===== src/rtl/sspr_pkg.sv =====
// shared types and constants for the servo status packet receiver
// depends on nothing; used by sspr_parser and servo_status_packet_receiver_core

package sspr_pkg;

   // most parameter bytes one packet may carry
   localparam int MAX_PARAMS = 16;
   localparam logic [7:0] MAX_PARAMS_BYTE = 8'(MAX_PARAMS);

   // framing constants
   localparam logic [7:0] HEADER_BYTE = 8'hFF;
   localparam logic [7:0] LEN_OVERHEAD = 8'd2;
   localparam logic [15:0] TIMEOUT_RESET = 16'd500;
   localparam logic [15:0] IDLE_MAX = 16'hFFFF;
   localparam logic [7:0] ERROR_RESET = 8'hFF;

   typedef enum logic [1:0] {
      CMD_ARM  = 2'd0,
      CMD_BYTE = 2'd1,
      CMD_TICK = 2'd2
   } sspr_cmd_type;

   typedef enum logic [2:0] {
      PH_DISARMED = 3'd0,
      PH_FF1      = 3'd1,
      PH_FF2      = 3'd2,
      PH_ID       = 3'd3,
      PH_LEN      = 3'd4,
      PH_ERR      = 3'd5,
      PH_PARAMS   = 3'd6,
      PH_CHK      = 3'd7
   } sspr_phase_type;

   typedef enum logic [2:0] {
      K_PARAM    = 3'd0,
      K_OK       = 3'd1,
      K_HEADER   = 3'd2,
      K_CHECKSUM = 3'd3,
      K_LENGTH   = 3'd4,
      K_TIMEOUT  = 3'd5
   } sspr_kind_type;

   typedef struct packed {
      logic [1:0] command;
      logic [7:0] rx_byte;
   } sspr_req_type;

   typedef struct packed {
      sspr_kind_type kind;
      logic [7:0]    param_byte;
      logic [7:0]    param_index;
      logic [7:0]    packet_id;
      logic [7:0]    packet_error;
      logic [7:0]    stored_error_out;
      logic          last;
   } sspr_rsp_type;

   // result of one transaction handed from the parser to the output register
   typedef struct packed {
      logic         valid;
      sspr_rsp_type data;
   } sspr_result_type;

endpackage


===== src/rtl/sspr_parser.sv =====
// packet parser state and single-pass next-state logic for one transaction
// depends on sspr_pkg

module sspr_parser (
   input  logic                     clock,
   input  logic                     reset,
   input  logic                     fire,
   input  sspr_pkg::sspr_req_type   item,
   input  logic                     csr_wr_en,
   input  logic [15:0]              csr_wr_data,
   output sspr_pkg::sspr_result_type result
);

   sspr_pkg::sspr_phase_type phase_ff, phase_in;
   logic [7:0]  sum_ff, sum_in;
   logic [7:0]  left_ff, left_in;
   logic [7:0]  count_ff, count_in;
   logic [7:0]  id_ff, id_in;
   logic [7:0]  err_ff, err_in;
   logic [7:0]  kept_ff, kept_in;
   logic [15:0] idle_ff, idle_in;
   logic [15:0] timeout_ff;

   logic [15:0] idle_inc;
   logic [7:0]  sum_add;
   logic [7:0]  len_params;
   logic        emit;
   sspr_pkg::sspr_kind_type kind;
   logic [7:0]  pbyte;
   logic [7:0]  pidx;
   logic        is_last;

   // timeout register
   always_ff @(posedge clock) begin
      if (reset) begin
         timeout_ff <= sspr_pkg::TIMEOUT_RESET;
      end else if (csr_wr_en) begin
         timeout_ff <= csr_wr_data;
      end
   end

   // parser state
   always_ff @(posedge clock) begin
      if (reset) begin
         phase_ff <= sspr_pkg::PH_DISARMED;
         sum_ff   <= '0;
         left_ff  <= '0;
         count_ff <= '0;
         id_ff    <= '0;
         err_ff   <= sspr_pkg::ERROR_RESET;
         kept_ff  <= '0;
         idle_ff  <= '0;
      end else begin
         phase_ff <= phase_in;
         sum_ff   <= sum_in;
         left_ff  <= left_in;
         count_ff <= count_in;
         id_ff    <= id_in;
         err_ff   <= err_in;
         kept_ff  <= kept_in;
         idle_ff  <= idle_in;
      end
   end

   assign idle_inc   = (idle_ff == sspr_pkg::IDLE_MAX) ? idle_ff : idle_ff + 16'd1;
   assign sum_add    = sum_ff + item.rx_byte;
   assign len_params = item.rx_byte - sspr_pkg::LEN_OVERHEAD;

   // next state and result for the transaction in the input register
   always_comb begin
      phase_in = phase_ff;
      sum_in   = sum_ff;
      left_in  = left_ff;
      count_in = count_ff;
      id_in    = id_ff;
      err_in   = err_ff;
      kept_in  = kept_ff;
      idle_in  = idle_ff;
      emit     = 1'b0;
      kind     = sspr_pkg::K_PARAM;
      pbyte    = '0;
      pidx     = '0;
      is_last  = 1'b0;

      if (fire) begin
         unique case (item.command)
            sspr_pkg::CMD_ARM: begin
               phase_in = sspr_pkg::PH_FF1;
               sum_in   = '0;
               left_in  = '0;
               count_in = '0;
               id_in    = '0;
               err_in   = sspr_pkg::ERROR_RESET;
               idle_in  = '0;
            end
            sspr_pkg::CMD_BYTE: begin
               if (phase_ff != sspr_pkg::PH_DISARMED) begin
                  idle_in = '0;
                  unique case (phase_ff)
                     sspr_pkg::PH_FF1, sspr_pkg::PH_FF2: begin
                        if (item.rx_byte != sspr_pkg::HEADER_BYTE) begin
                           phase_in = sspr_pkg::PH_DISARMED;
                           emit     = 1'b1;
                           kind     = sspr_pkg::K_HEADER;
                           is_last  = 1'b1;
                        end else if (phase_ff == sspr_pkg::PH_FF1) begin
                           phase_in = sspr_pkg::PH_FF2;
                        end else begin
                           sum_in   = '0;
                           phase_in = sspr_pkg::PH_ID;
                        end
                     end
                     sspr_pkg::PH_ID: begin
                        id_in    = item.rx_byte;
                        sum_in   = sum_add;
                        phase_in = sspr_pkg::PH_LEN;
                     end
                     sspr_pkg::PH_LEN: begin
                        sum_in = sum_add;
                        if (item.rx_byte < sspr_pkg::LEN_OVERHEAD ||
                            len_params > sspr_pkg::MAX_PARAMS_BYTE) begin
                           phase_in = sspr_pkg::PH_DISARMED;
                           emit     = 1'b1;
                           kind     = sspr_pkg::K_LENGTH;
                           is_last  = 1'b1;
                        end else begin
                           left_in  = len_params;
                           count_in = '0;
                           phase_in = sspr_pkg::PH_ERR;
                        end
                     end
                     sspr_pkg::PH_ERR: begin
                        err_in   = item.rx_byte;
                        sum_in   = sum_add;
                        phase_in = (left_ff == 8'd0) ? sspr_pkg::PH_CHK
                                                     : sspr_pkg::PH_PARAMS;
                     end
                     sspr_pkg::PH_PARAMS: begin
                        sum_in   = sum_add;
                        count_in = count_ff + 8'd1;
                        left_in  = left_ff - 8'd1;
                        if (left_ff == 8'd1) begin
                           phase_in = sspr_pkg::PH_CHK;
                        end
                        emit  = 1'b1;
                        kind  = sspr_pkg::K_PARAM;
                        pbyte = item.rx_byte;
                        pidx  = count_ff;
                     end
                     sspr_pkg::PH_CHK: begin
                        phase_in = sspr_pkg::PH_DISARMED;
                        emit     = 1'b1;
                        is_last  = 1'b1;
                        if (item.rx_byte == ~sum_ff) begin
                           kept_in = err_ff;
                           kind    = sspr_pkg::K_OK;
                        end else begin
                           kind = sspr_pkg::K_CHECKSUM;
                        end
                     end
                     default: begin
                        phase_in = phase_ff;
                     end
                  endcase
               end
            end
            sspr_pkg::CMD_TICK: begin
               if (phase_ff != sspr_pkg::PH_DISARMED) begin
                  idle_in = idle_inc;
                  if (idle_inc >= timeout_ff) begin
                     phase_in = sspr_pkg::PH_DISARMED;
                     emit     = 1'b1;
                     kind     = sspr_pkg::K_TIMEOUT;
                     is_last  = 1'b1;
                  end
               end
            end
            default: begin
               emit = 1'b0;
            end
         endcase
      end
   end

   // result fields carry the state as left by this transaction
   always_comb begin
      result.valid                 = emit;
      result.data.kind             = kind;
      result.data.param_byte       = pbyte;
      result.data.param_index      = pidx;
      result.data.packet_id        = id_in;
      result.data.packet_error     = err_in;
      result.data.stored_error_out = kept_in;
      result.data.last             = is_last;
   end

   // parameter bookkeeping never runs past the buffer size
   a_count_bound: assert property (@(posedge clock) disable iff (reset)
      (count_ff + left_ff) <= {1'b0, sspr_pkg::MAX_PARAMS_BYTE})
      else $error("parameter count plus remaining exceeds buffer size");

   // a disarmed receiver produces no result
   a_disarmed_quiet: assert property (@(posedge clock) disable iff (reset)
      (phase_ff == sspr_pkg::PH_DISARMED) |-> !result.valid)
      else $error("result produced while disarmed");

   // a final status always leaves the receiver disarmed
   a_last_disarms: assert property (@(posedge clock) disable iff (reset)
      (result.valid && result.data.last) |=> (phase_ff == sspr_pkg::PH_DISARMED))
      else $error("receiver still armed after final status");

   // kept error only moves on a good packet
   a_kept_on_ok: assert property (@(posedge clock) disable iff (reset)
      (kept_ff != kept_in) |-> (result.valid && result.data.kind == sspr_pkg::K_OK))
      else $error("kept error changed without a good packet");

endmodule


===== src/rtl/servo_status_packet_receiver_core.sv =====
// servo status packet receiver: input register, parser and output register
// depends on sspr_pkg and sspr_parser
// an accepted transaction is held in the input register and its result in the output register
// throughput: one transaction per cycle while rsp_stall holds no result, set by the single-pass parser stage
// the output register frees its slot in the same cycle it is taken, so no bubbles
// reset: synchronous active high; receiver disarmed, timeout 500 ticks, kept error 0

module servo_status_packet_receiver_core (
   input  logic                   clock,
   input  logic                   reset,
   input  logic                   req_valid,
   output logic                   req_stall,
   input  sspr_pkg::sspr_req_type req_data,
   output logic                   rsp_valid,
   input  logic                   rsp_stall,
   output sspr_pkg::sspr_rsp_type rsp_data,
   input  logic                   csr_wr_en,
   input  logic [15:0]            csr_wr_data
);

   logic                      in_valid_ff, in_valid_in;
   sspr_pkg::sspr_req_type    in_item_ff;
   logic                      out_valid_ff, out_valid_in;
   sspr_pkg::sspr_rsp_type    out_item_ff;
   logic                      fire;
   logic                      req_accept;
   sspr_pkg::sspr_result_type result;

   // the held transaction moves on when the output slot is free or draining
   assign fire       = in_valid_ff && (!out_valid_ff || !rsp_stall);
   assign req_stall  = in_valid_ff && !fire;
   assign req_accept = req_valid && !req_stall;

   assign in_valid_in  = req_accept ? 1'b1 : (fire ? 1'b0 : in_valid_ff);
   assign out_valid_in = fire ? result.valid : (rsp_stall ? out_valid_ff : 1'b0);

   // input register
   always_ff @(posedge clock) begin
      if (reset) begin
         in_valid_ff <= 1'b0;
      end else begin
         in_valid_ff <= in_valid_in;
      end
   end

   always_ff @(posedge clock) begin
      if (req_accept) begin
         in_item_ff <= req_data;
      end
   end

   sspr_parser u_parser (
      .clock       (clock),
      .reset       (reset),
      .fire        (fire),
      .item        (in_item_ff),
      .csr_wr_en   (csr_wr_en),
      .csr_wr_data (csr_wr_data),
      .result      (result)
   );

   // output register
   always_ff @(posedge clock) begin
      if (reset) begin
         out_valid_ff <= 1'b0;
      end else begin
         out_valid_ff <= out_valid_in;
      end
   end

   always_ff @(posedge clock) begin
      if (fire && result.valid) begin
         out_item_ff <= result.data;
      end
   end

   assign rsp_valid = out_valid_ff;
   assign rsp_data  = out_item_ff;

   // the input side only stalls while it holds a transaction
   a_stall_needs_item: assert property (@(posedge clock) disable iff (reset)
      req_stall |-> in_valid_ff)
      else $error("input stalled with empty input register");

   // a held result is never overwritten while stalled
   a_no_overwrite: assert property (@(posedge clock) disable iff (reset)
      (out_valid_ff && rsp_stall) |-> !fire)
      else $error("parser fired into a stalled output register");

   // a pending transaction never waits on a free output register
   a_no_bubble: assert property (@(posedge clock) disable iff (reset)
      (in_valid_ff && !out_valid_ff) |-> fire)
      else $error("transaction held while output register empty");

endmodule


===== config.mk =====
export PLATFORM = sky130hd
export DESIGN_NAME = servo_status_packet_receiver_core
export DESIGN_NICKNAME = d
export VERILOG_FILES = /design/src/rtl/sspr_pkg.sv /design/src/rtl/sspr_parser.sv /design/src/rtl/servo_status_packet_receiver_core.sv
export SDC_FILE = /design/constraint.sdc
export NUM_CORES = 1
export LEC_CHECK = 0
export ABC_CLOCK_PERIOD_IN_PS = 7700
export BUFFER_PORTS_ARGS = -buffer_cell sky130_fd_sc_hd__buf_4
export CAP_MARGIN = 0
export CORE_MARGIN = 2
export CORE_UTILIZATION = 55
export DETAILED_ROUTE_END_ITERATION = 10
export MAX_ROUTING_LAYER = met4
export PLACE_DENSITY = 0.75
export RECOVER_POWER = 25
export SLEW_MARGIN = 30
export SYNTH_ARGS = -nofsm -noshare
export SYNTH_HDL_FRONTEND = slang
export SYNTH_HIERARCHICAL = 1
export SYNTH_SLANG_ARGS = --single-unit

===== constraint.sdc =====
create_clock -name clock -period 7.7 [get_ports clock]
set_clock_uncertainty 0.2 [all_clocks]
set_input_delay 0.77 -clock clock [delete_from_list [all_inputs] [get_ports clock]]
set_output_delay 0.77 -clock clock [all_outputs]
set_load 0.01 [all_outputs]

# After elaboration in Yosys (flattened, before gate mapping)
# Cells that the tools add are included.
# Widths: inputs -> output; s select.
[word_totals]
reg_bits = 139
output_inout_bits = 46
[op_classes]
add_sub_neg = 5
order_cmp = 3
eq_ne = 24
muxes = 63
bitwise = 1
n_reduce_logical = 24
[op_table]
columns = ["op", "n"]
rows = [
  ["$mux 8", 18],
  ["$pmux 8 s2", 8],
  ["$mux 16", 3],
  ["$pmux 16 s3", 1],
  ["$mux 3", 10],
  ["$pmux 3 s3", 2],
  ["$pmux 3 s6", 1],
  ["$add 16x1->16 const B", 1],
  ["$eq 16x16->1 const B", 1],
  ["$ge 16x16->1", 1],
  ["$ne 3x3->1 const B", 5],
  ["$mux 1", 13],
  ["$eq 3x3->1 const B", 4],
  ["$add 8x1->8 const B", 1],
  ["$add 8x8->8", 1],
  ["$eq 8x1->1 const B", 1],
  ["$eq 8x8->1", 1],
  ["$gt 8x5->1 const B", 1],
  ["$logic_not 8->1", 1],
  ["$lt 8x2->1 const B", 1],
  ["$ne 2x1->1 const B", 4],
  ["$ne 8x8->1 const B", 1],
  ["$not 8->8", 1],
  ["$reduce_and 4->1", 2],
  ["other kinds (23)", 37],
]

# Depth between registers and ports, before layout
# Gate-level depths: netlist of run 1.
[depth]
word_depth = 9
mapped_depth = 17
depth_no_buf = 15

# Modules after synthesis
# The synthesis of run 1 kept the hierarchy.
[by_module_without_submodules]
columns = ["mod", "instances", "cells_per_inst", "area_each_um2", "seq_area_each_um2"]
rows = [
  ["sspr_parser", 1, 628, 5353.9, 1661.6],
  ["servo_status_packet_receiver_core", 1, 66, 1715.4, 1661.6],
]

# Least setup slack after synthesis of run 1
# OpenSTA, ideal clock, no wires.
[synth_path]
path_type = "register to register"
start = "reg u_parser.idle_ff[3]"
end = "reg out_item_ff (netlist bit rsp_data[0]), enable pin"
setup_ns = 0.460
arrival_time_ns = 5.129
required_time_ns = 7.040
path_slack_ns = 1.911
path_stages_with_launch = 18
n_path_buf = 3
path_cell_list = "dfxtp_1 buf_2 and4_1 nand4_1 or2_2 clkbuf_1 nor2_1 mux2_2 ha_1 nand2_1 nor3_2 a221o_1 a311oi_1 a21bo_2 a31oi_1 buf_4 nand2_1 a21oi_1"
[synth_via]
elab_chain_len = 8
[synth_rtl]
columns = ["element", "line", "text"]
rows = [
  ["start: declaration", "sspr_parser.sv:21", "logic [15:0] idle_ff, idle_in;"],
  ["start signal: assignment", "sspr_parser.sv:61", "idle_ff <= idle_in;"],
  ["$add 16x1->16 or $eq 16x16->1 (tied branches)", "sspr_parser.sv:65", "assign idle_inc = (idle_ff == sspr_pkg::IDLE_MAX) ? idle_ff : idle_ff + 16'd1;"],
  ["$mux 16 *", "sspr_parser.sv:65", ""],
  ["$ge 16x16->1 *", "sspr_parser.sv:170", "if (idle_inc >= timeout_ff) begin"],
  ["$mux 1 *", "sspr_parser.sv:170", ""],
  ["$mux 1 *", "sspr_parser.sv:168", "if (phase_ff != sspr_pkg::PH_DISARMED) begin"],
  ["$pmux 1 s2 *", "sspr_parser.sv:86", "unique case (item.command)"],
  ["$mux 1 *", "sspr_parser.sv:85", "if (fire) begin"],
  ["named net u_parser.emit", "sspr_parser.sv:27", "logic emit;"],
  ["$logic_and 1x1->1 *", "servo_status_packet_receiver_core.sv:72", "if (fire && result.valid) begin"],
  ["end signal: assignment", "servo_status_packet_receiver_core.sv:73", "out_item_ff <= result.data;"],
  ["end: declaration", "servo_status_packet_receiver_core.sv:24", "sspr_pkg::sspr_rsp_type out_item_ff;"],
]
# Mark *: on every way through the listed nets, which the timed path passes. The rest lies on a longest branch.
# A chain may end at the register's enable or synchronous reset.

==> metrics, run 1 <==
layout cell share with drive strength beyond 1=0.153; CTS Buf Count=17; critical path data arrival time=roughly 4700 ps; CP top delay family=buffers and inverters; initial antenna violation count=0; Layout Utilization=0.647; initial core utilization=0.562; vias post-DR=5439; met3 routed WL=approximately 930 µm; Die H=roughly 120 µm; # placed instances=approximately 910; Final TNS setup=0 ps; minimum clock period=roughly 4600 ps; # hold bufs at CTS=0; Placeable Area=around 0.013 mm²; buffers plus inverters on the worst setup path=2; Syn. warnings=6; WL/cell=around 16 µm; Design Area, Final=0.00813 mm²; worst slew pin tran=2070 ps; Startpoint Class=input port; Port Buffer Count=76; WL met2=7160 µm; First-pass DRT Iterations=6; outcome=finished with violations; CTS Buffer Depth=2; final worst slack=just over 3000 ps; Leak=3.20 nW; RSZ-0062 raised after global routing=no; dpl hpwl=around 11000 µm; asr flop ratio synth=0; number of synthesized flops with an enable pin=between 50 and 60; sequential-to-total area share from yosys stat=0.470; GRT Total Usage=0.236; Slew Limit Fails=44; final hold violations=0; antenna diode count=0; post-synth cell types=84; syn_nets=about 760; vias in the first global route=~5200; VDD IR max=around 0.11 mV; Die Area=between 0.01 and 0.015 mm²; slowest stage delay, CP=approximately 1400 ps; Top Metal Used=met4; WS Path Type=in -> reg; H-Tree Depth=4; GRT Residual Overflow=0; pre-CTS WS=between 3000 and 4000 ps; CP required=roughly 7800 ps; f_max=around 220 MHz; final wirelength=approximately 15000 µm; post-CTS resize count=0; fill count=roughly 1000; clock insertion delay at the later pin of the skew report=approximately 420 ps; CTS clk-pin slew, worst paths=~50 ps; Sink Count=about 140; crit path cell chain=clkbuf_1 > clkinv_1 > nand2_1 > o21ai_0 > a32o_1; failing checks=capacitance limit, slew limit; Iteration-0 DRC Markers=approximately 520; largest net degree at the start of global routing=45; period utilisation layout=0.597; Top FF cell, synth=dfxtp_1; Post-DP Area=between 0.007 and 0.008 mm²; Vias/cell=roughly 5.8; row count=41; TritonCTS clock tree=built; PD cells=around 220 mW/mm²; max cap viols=1; # IOs=just under 80; Antenna Violating Nets Remaining=0; Routability Congestion=0.949; NumNets Final=around 800; Rel. slew slack=-0.379; Mapped Area=0.00707 mm²; mean post-synth cell area=10.2 µm²; non-filler instance count after layout=roughly 940; WL met1=between 6000 and 7000 µm; first-pass GRT wire length=25500 µm; area grow syn2layout=15.1%; Setup Fix Bufs, Post-CTS=0; root buf cell=clkbuf_16; Final setup viols=0; Worst Hold Class=reg -> reg; cell count after synthesis=694; width of the die=~120 µm; Residual DRC=0; Critical Path Sink Type=register; crit-path max FO=43; slowest CP cell=clkbuf_1; #FFs+latches synth=around 140
area by class of cell:
type / instances / area (µm²) / area share
Clock inverter: 12 / 196 / 0.0242
Sequential cell: 139 / 3320 / 0.409
Tap cell: 172 / 215 / 0.0265
Inverter: 33 / 129 / 0.0158
Timing Repair Buffer: 77 / 465 / 0.0572
Clock buffer: 20 / 437 / 0.0537
Multi-Input combinational cell: 485 / 3370 / 0.414
registers in the layout, summed over array words and instances, names as in the netlist:
register and cells:
u_parser/left_ff 8, u_parser/count_ff 8, u_parser/err_ff 8, u_parser/kept_ff 8, u_parser/idle_ff 16, u_parser/timeout_ff 16, rsp_data 44, u_parser/id_ff 8
u_parser/phase_ff 3, in_item_ff 10, rsp_valid 1, in_valid_ff 1, u_parser/sum_ff 8
per-layer routing:
layer / vias to the layer above / global-route usage
li1: 2632 / -
met1: 2582 / 0.309
met2: 197 / 0.361
met3: 28 / 0.0491
met4: 0 / 0.0919
met5: - / -
per-stage QoR:
stage | hold WS, ps | total power, W
2_1_floorplan | 255 | 0.000871
3_3_place_gp | 271 | 0.000896
3_5_place_dp | 283 | 0.000899
4_1_cts | 293 | 0.00177
5_1_grt | 301 | 0.00181
6_report | 290 | 0.00176
report_power, final:
part / switching, W / total, W / leakage [nW] / internal (W)
clock: 0.000297 / 0.000869 / 0.302 / 0.000572
sequential: 0.0000187 / 0.000790 / 1.27 / 0.000771
combinational: 0.0000566 / 0.0000953 / 1.63 / 0.0000387
total: 0.000372 / 0.00176 / 3.20 / 0.00138
path summary, 6_finish.rpt:
check                           endpoint  slack, ps  depth (start not counted)                   start
setup / recovery     u_parser/idle_ff[1]       3100                          5                   reset
hold / removal    u_parser/timeout_ff[8]        290                          2  u_parser/timeout_ff[8]
setup reg to reg            rsp_data[26]       3220                         15     u_parser/idle_ff[3]
hold reg to reg   u_parser/timeout_ff[8]        290                          2  u_parser/timeout_ff[8]
worst reg2reg max path, delay by kind of cell (launching register included):
kind | cells | cell delay [ps]
DFF | 1 | 480
AOI/OAI and AO/OA | 6 | 1250
adders and majority gates | 1 | 310
and+or+nand+nor | 6 | 1300
buffers and inverters | 1 | 450
xor gates and xnor gates | 1 | 90
layout by cell type, fill, tap and decap left out, types with 11 or more instances in the layout:
cell type,count
o21ai_0,16
clkbuf_16,17
dfxtp_1,85
inv_1,29
o22a_1,13
nand3_1,16
nand2_1,59
and2_1,34
nand4_1,13
buf_4,37
xnor2_1,25
clkbuf_1,33
ha_1,32
a21oi_1,33
nor2_1,54
edfxtp_1,54
mux2_2,11
mux2i_1,11
cell usage after synthesis, drive strengths merged, types with 9 or more instances:
library cell / count / area [µm²]
a21oi: 36 / 195
a22o: 10 / 88.8
a22oi: 9 / 67.6
a31oi: 9 / 56.3
and2: 35 / 220
buf: 15 / 113
clkbuf: 21 / 140
dfxtp: 85 / 1700
edfxtp: 54 / 1620
ha: 32 / 400
inv: 33 / 129
mux2: 11 / 124
mux2i: 11 / 110
nand2: 60 / 228
nand3: 16 / 85.1
nand4: 13 / 81.3
nor2: 56 / 215
nor3: 14 / 96.4
o21ai: 18 / 90.1
o22a: 14 / 124
or2: 9 / 56.3
xnor2: 25 / 219
xor2: 9 / 78.8
cells by family after synthesis:
kind of cell,Yosys count,share of synthesized area
XOR/XNOR,34,0.0421
AND/OR/NAND/NOR,236,0.174
adder cells (fa/ha/maj),33,0.0595
multiplexers,22,0.0331
buffers and inverters,70,0.0554
flip-flops,139,0.470
AO/OA/AOI/OAI,160,0.166
No activity file was read; power rests on OpenSTA's default activity.
==> run 2: changes to the inputs <==
- ABC_CLOCK_PERIOD_IN_PS: 7700 -> 4600
- clock period: 7.7 -> 4.6 ns (I/O delays scaled with it)
==> run 2 against run 1 <==
Net effect: the run now ends clean; first-iteration DRC count shrank 30%; clock power rose by 65%; largest cell class unchanged; hold slack worse by 250 ps; non-clock buffer count is 10 higher; core utilization is 0.61 points higher; worst setup slack worse by 2700 ps; combinational power increased by 76%; wire length grew 1.7%.
==> metrics, run 2 (same netlist as run 1, synthesis figures left out) <==
Final setup viols=0; layout cell share with drive strength beyond 1=0.149; Power Total=about 0.003 W; minimum clock period=around 4200 ps; worst slew pin tran=between 1000 and 1500 ps; Comb pwr share=0.058; outcome=finished clean; CP required=about 4500 ps; Seq. cell area=0.00332 mm²; pre-CTS WS=~500 ps; first-pass GRT wire length=25900 µm; TritonCTS clock tree=built; WS Path Type=reg -> reg; GRT Total Usage=0.241; Setup Fix Bufs, Post-CTS=0; Layout Utilization=0.653; # IOs=77; H-Tree Depth=4; period utilisation layout=0.912; Worst Reg-to-Reg Cells=15; fill count=roughly 1000; width of the die=approximately 120 µm; Placeable Area=0.0126 mm²; Final TNS setup=0 ps; final worst slack=404 ps; final hold violations=0; Rel. slew slack=0.203; Port Buffer Count=76; Pint=between 0.002 and 0.0025 W; CTS Buffer Depth=2; clock insertion delay at the later pin of the skew report=between 400 and 500 ps; initial antenna violation count=0; final wirelength=15400 µm; critical path data arrival time=4110 ps; root buf cell=clkbuf_16; crit-path max FO=44; commonest non-fill, non-tap cell in the layout=dfxtp_1; # placed instances=slightly above 900; Antenna Violating Nets Remaining=0; initial core utilization=0.562; WL/cell=~16 µm; largest net degree at the start of global routing=45; CTS clk-pin slew, worst paths=approximately 60 ps; Sink Count=139; PD cells=356 mW/mm²; max cap viols=0; Leak=about 3.2 nW; most frequent cells in the layout=dfxtp_1 (85), nand2_1 (59), nor2_1 (54), edfxtp_1 (54), clkbuf_1 (37); non-filler instance count after layout=about 950; switch share=0.217; First-pass DRT Iterations=5; f_max=238 MHz; Die H=~120 µm; RSZ-0062 raised after global routing=no; Startpoint Class=register; Slew Limit Fails=0; Routability Congestion=about 0.9; row count=roughly 40; area of the multi-input gates=~0.0034 mm²; vias post-DR=5428; Worst Hold Class=in -> reg; clock share of power=0.491; Die Area=between 0.01 and 0.015 mm²; CTS Buf Count=17; Vias/cell=5.73; area grow syn2layout=16.1%; GRT Residual Overflow=0; VDD IR max=0.207 mV; dpl hpwl=between 10000 and 15000 µm; Critical Path Sink Type=register; Largest register FFs=44; Iteration-0 DRC Markers=around 360; antenna diode count=0; Sequential Power Share=0.452; Residual DRC=0; NumNets Final=between 800 and 900; Net Sw Power=between 0.0006 and 0.0007 W; vias in the first global route=5357; Worst Hold Depth=1
## run 2: layout make-up
class	instances	share of cell area
clock inverters	10	0.0203
flip-flops and latches	139	0.405
inverters	33	0.0157
multi-input cells	485	0.409
clock buffers	22	0.0553
repair buffers	87	0.0684
well taps	172	0.0262
## run 2: critical path: stages (launching register included)
cell,delay [ps]
dfxtp_1,470
and4_1,310
nand4_1,150
nand2b_1,370
nor2b_1,250
nand3_1,100
xnor2_1,90
ha_1,310
o211ai_1,90
o31ai_1,360
a311oi_1,190
a21bo_2,280
a31oi_1,140
nand2_1,130
a21oi_4,160
buf_12,250
## run 2: per-layer routing
layer | global-route usage | part of all wire
met4 | 0.105 | 0.022
met1 | 0.301 | 0.45
met2 | 0.376 | 0.48
met3 | 0.0540 | 0.050
met5 | - | 0
## run 2: metrics by stage
step | hold slack, ps | area, µm²
after floorplan | 255 | 7080
after global placement | 274 | 7640
after detailed placement | 282 | 7640
after CTS | 0.0350 | 8340
after global routing | 27.7 | 8210
final | 37.5 | 8210
## run 2: power by group through the flow
stage               logic, W  registers (W)  clock network (W)
finish              0.000168        0.00132            0.00143
global route        0.000187        0.00132            0.00150
CTS                 0.000168        0.00132            0.00145
detailed placement  0.000161        0.00134                  0
global placement    0.000158        0.00134                  0
floorplan           0.000132        0.00133                  0
## run 2: what timing repair did
action | 4_1_cts | 5_1_grt
endpoints found under the hold margin | 8 | 0
hold buffers | 8 | 0
resized for setup | 0 | 0
## run 2: path summary, 6_finish.rpt
kind,to,start,slack (ps)
setup reg to reg,rsp_data[25],u_parser/idle_ff[3],400
setup / recovery,rsp_data[25],u_parser/idle_ff[3],400
hold reg to reg,u_parser/timeout_ff[4],u_parser/timeout_ff[4],300
hold / removal,in_item_ff[9],req_data[9],40
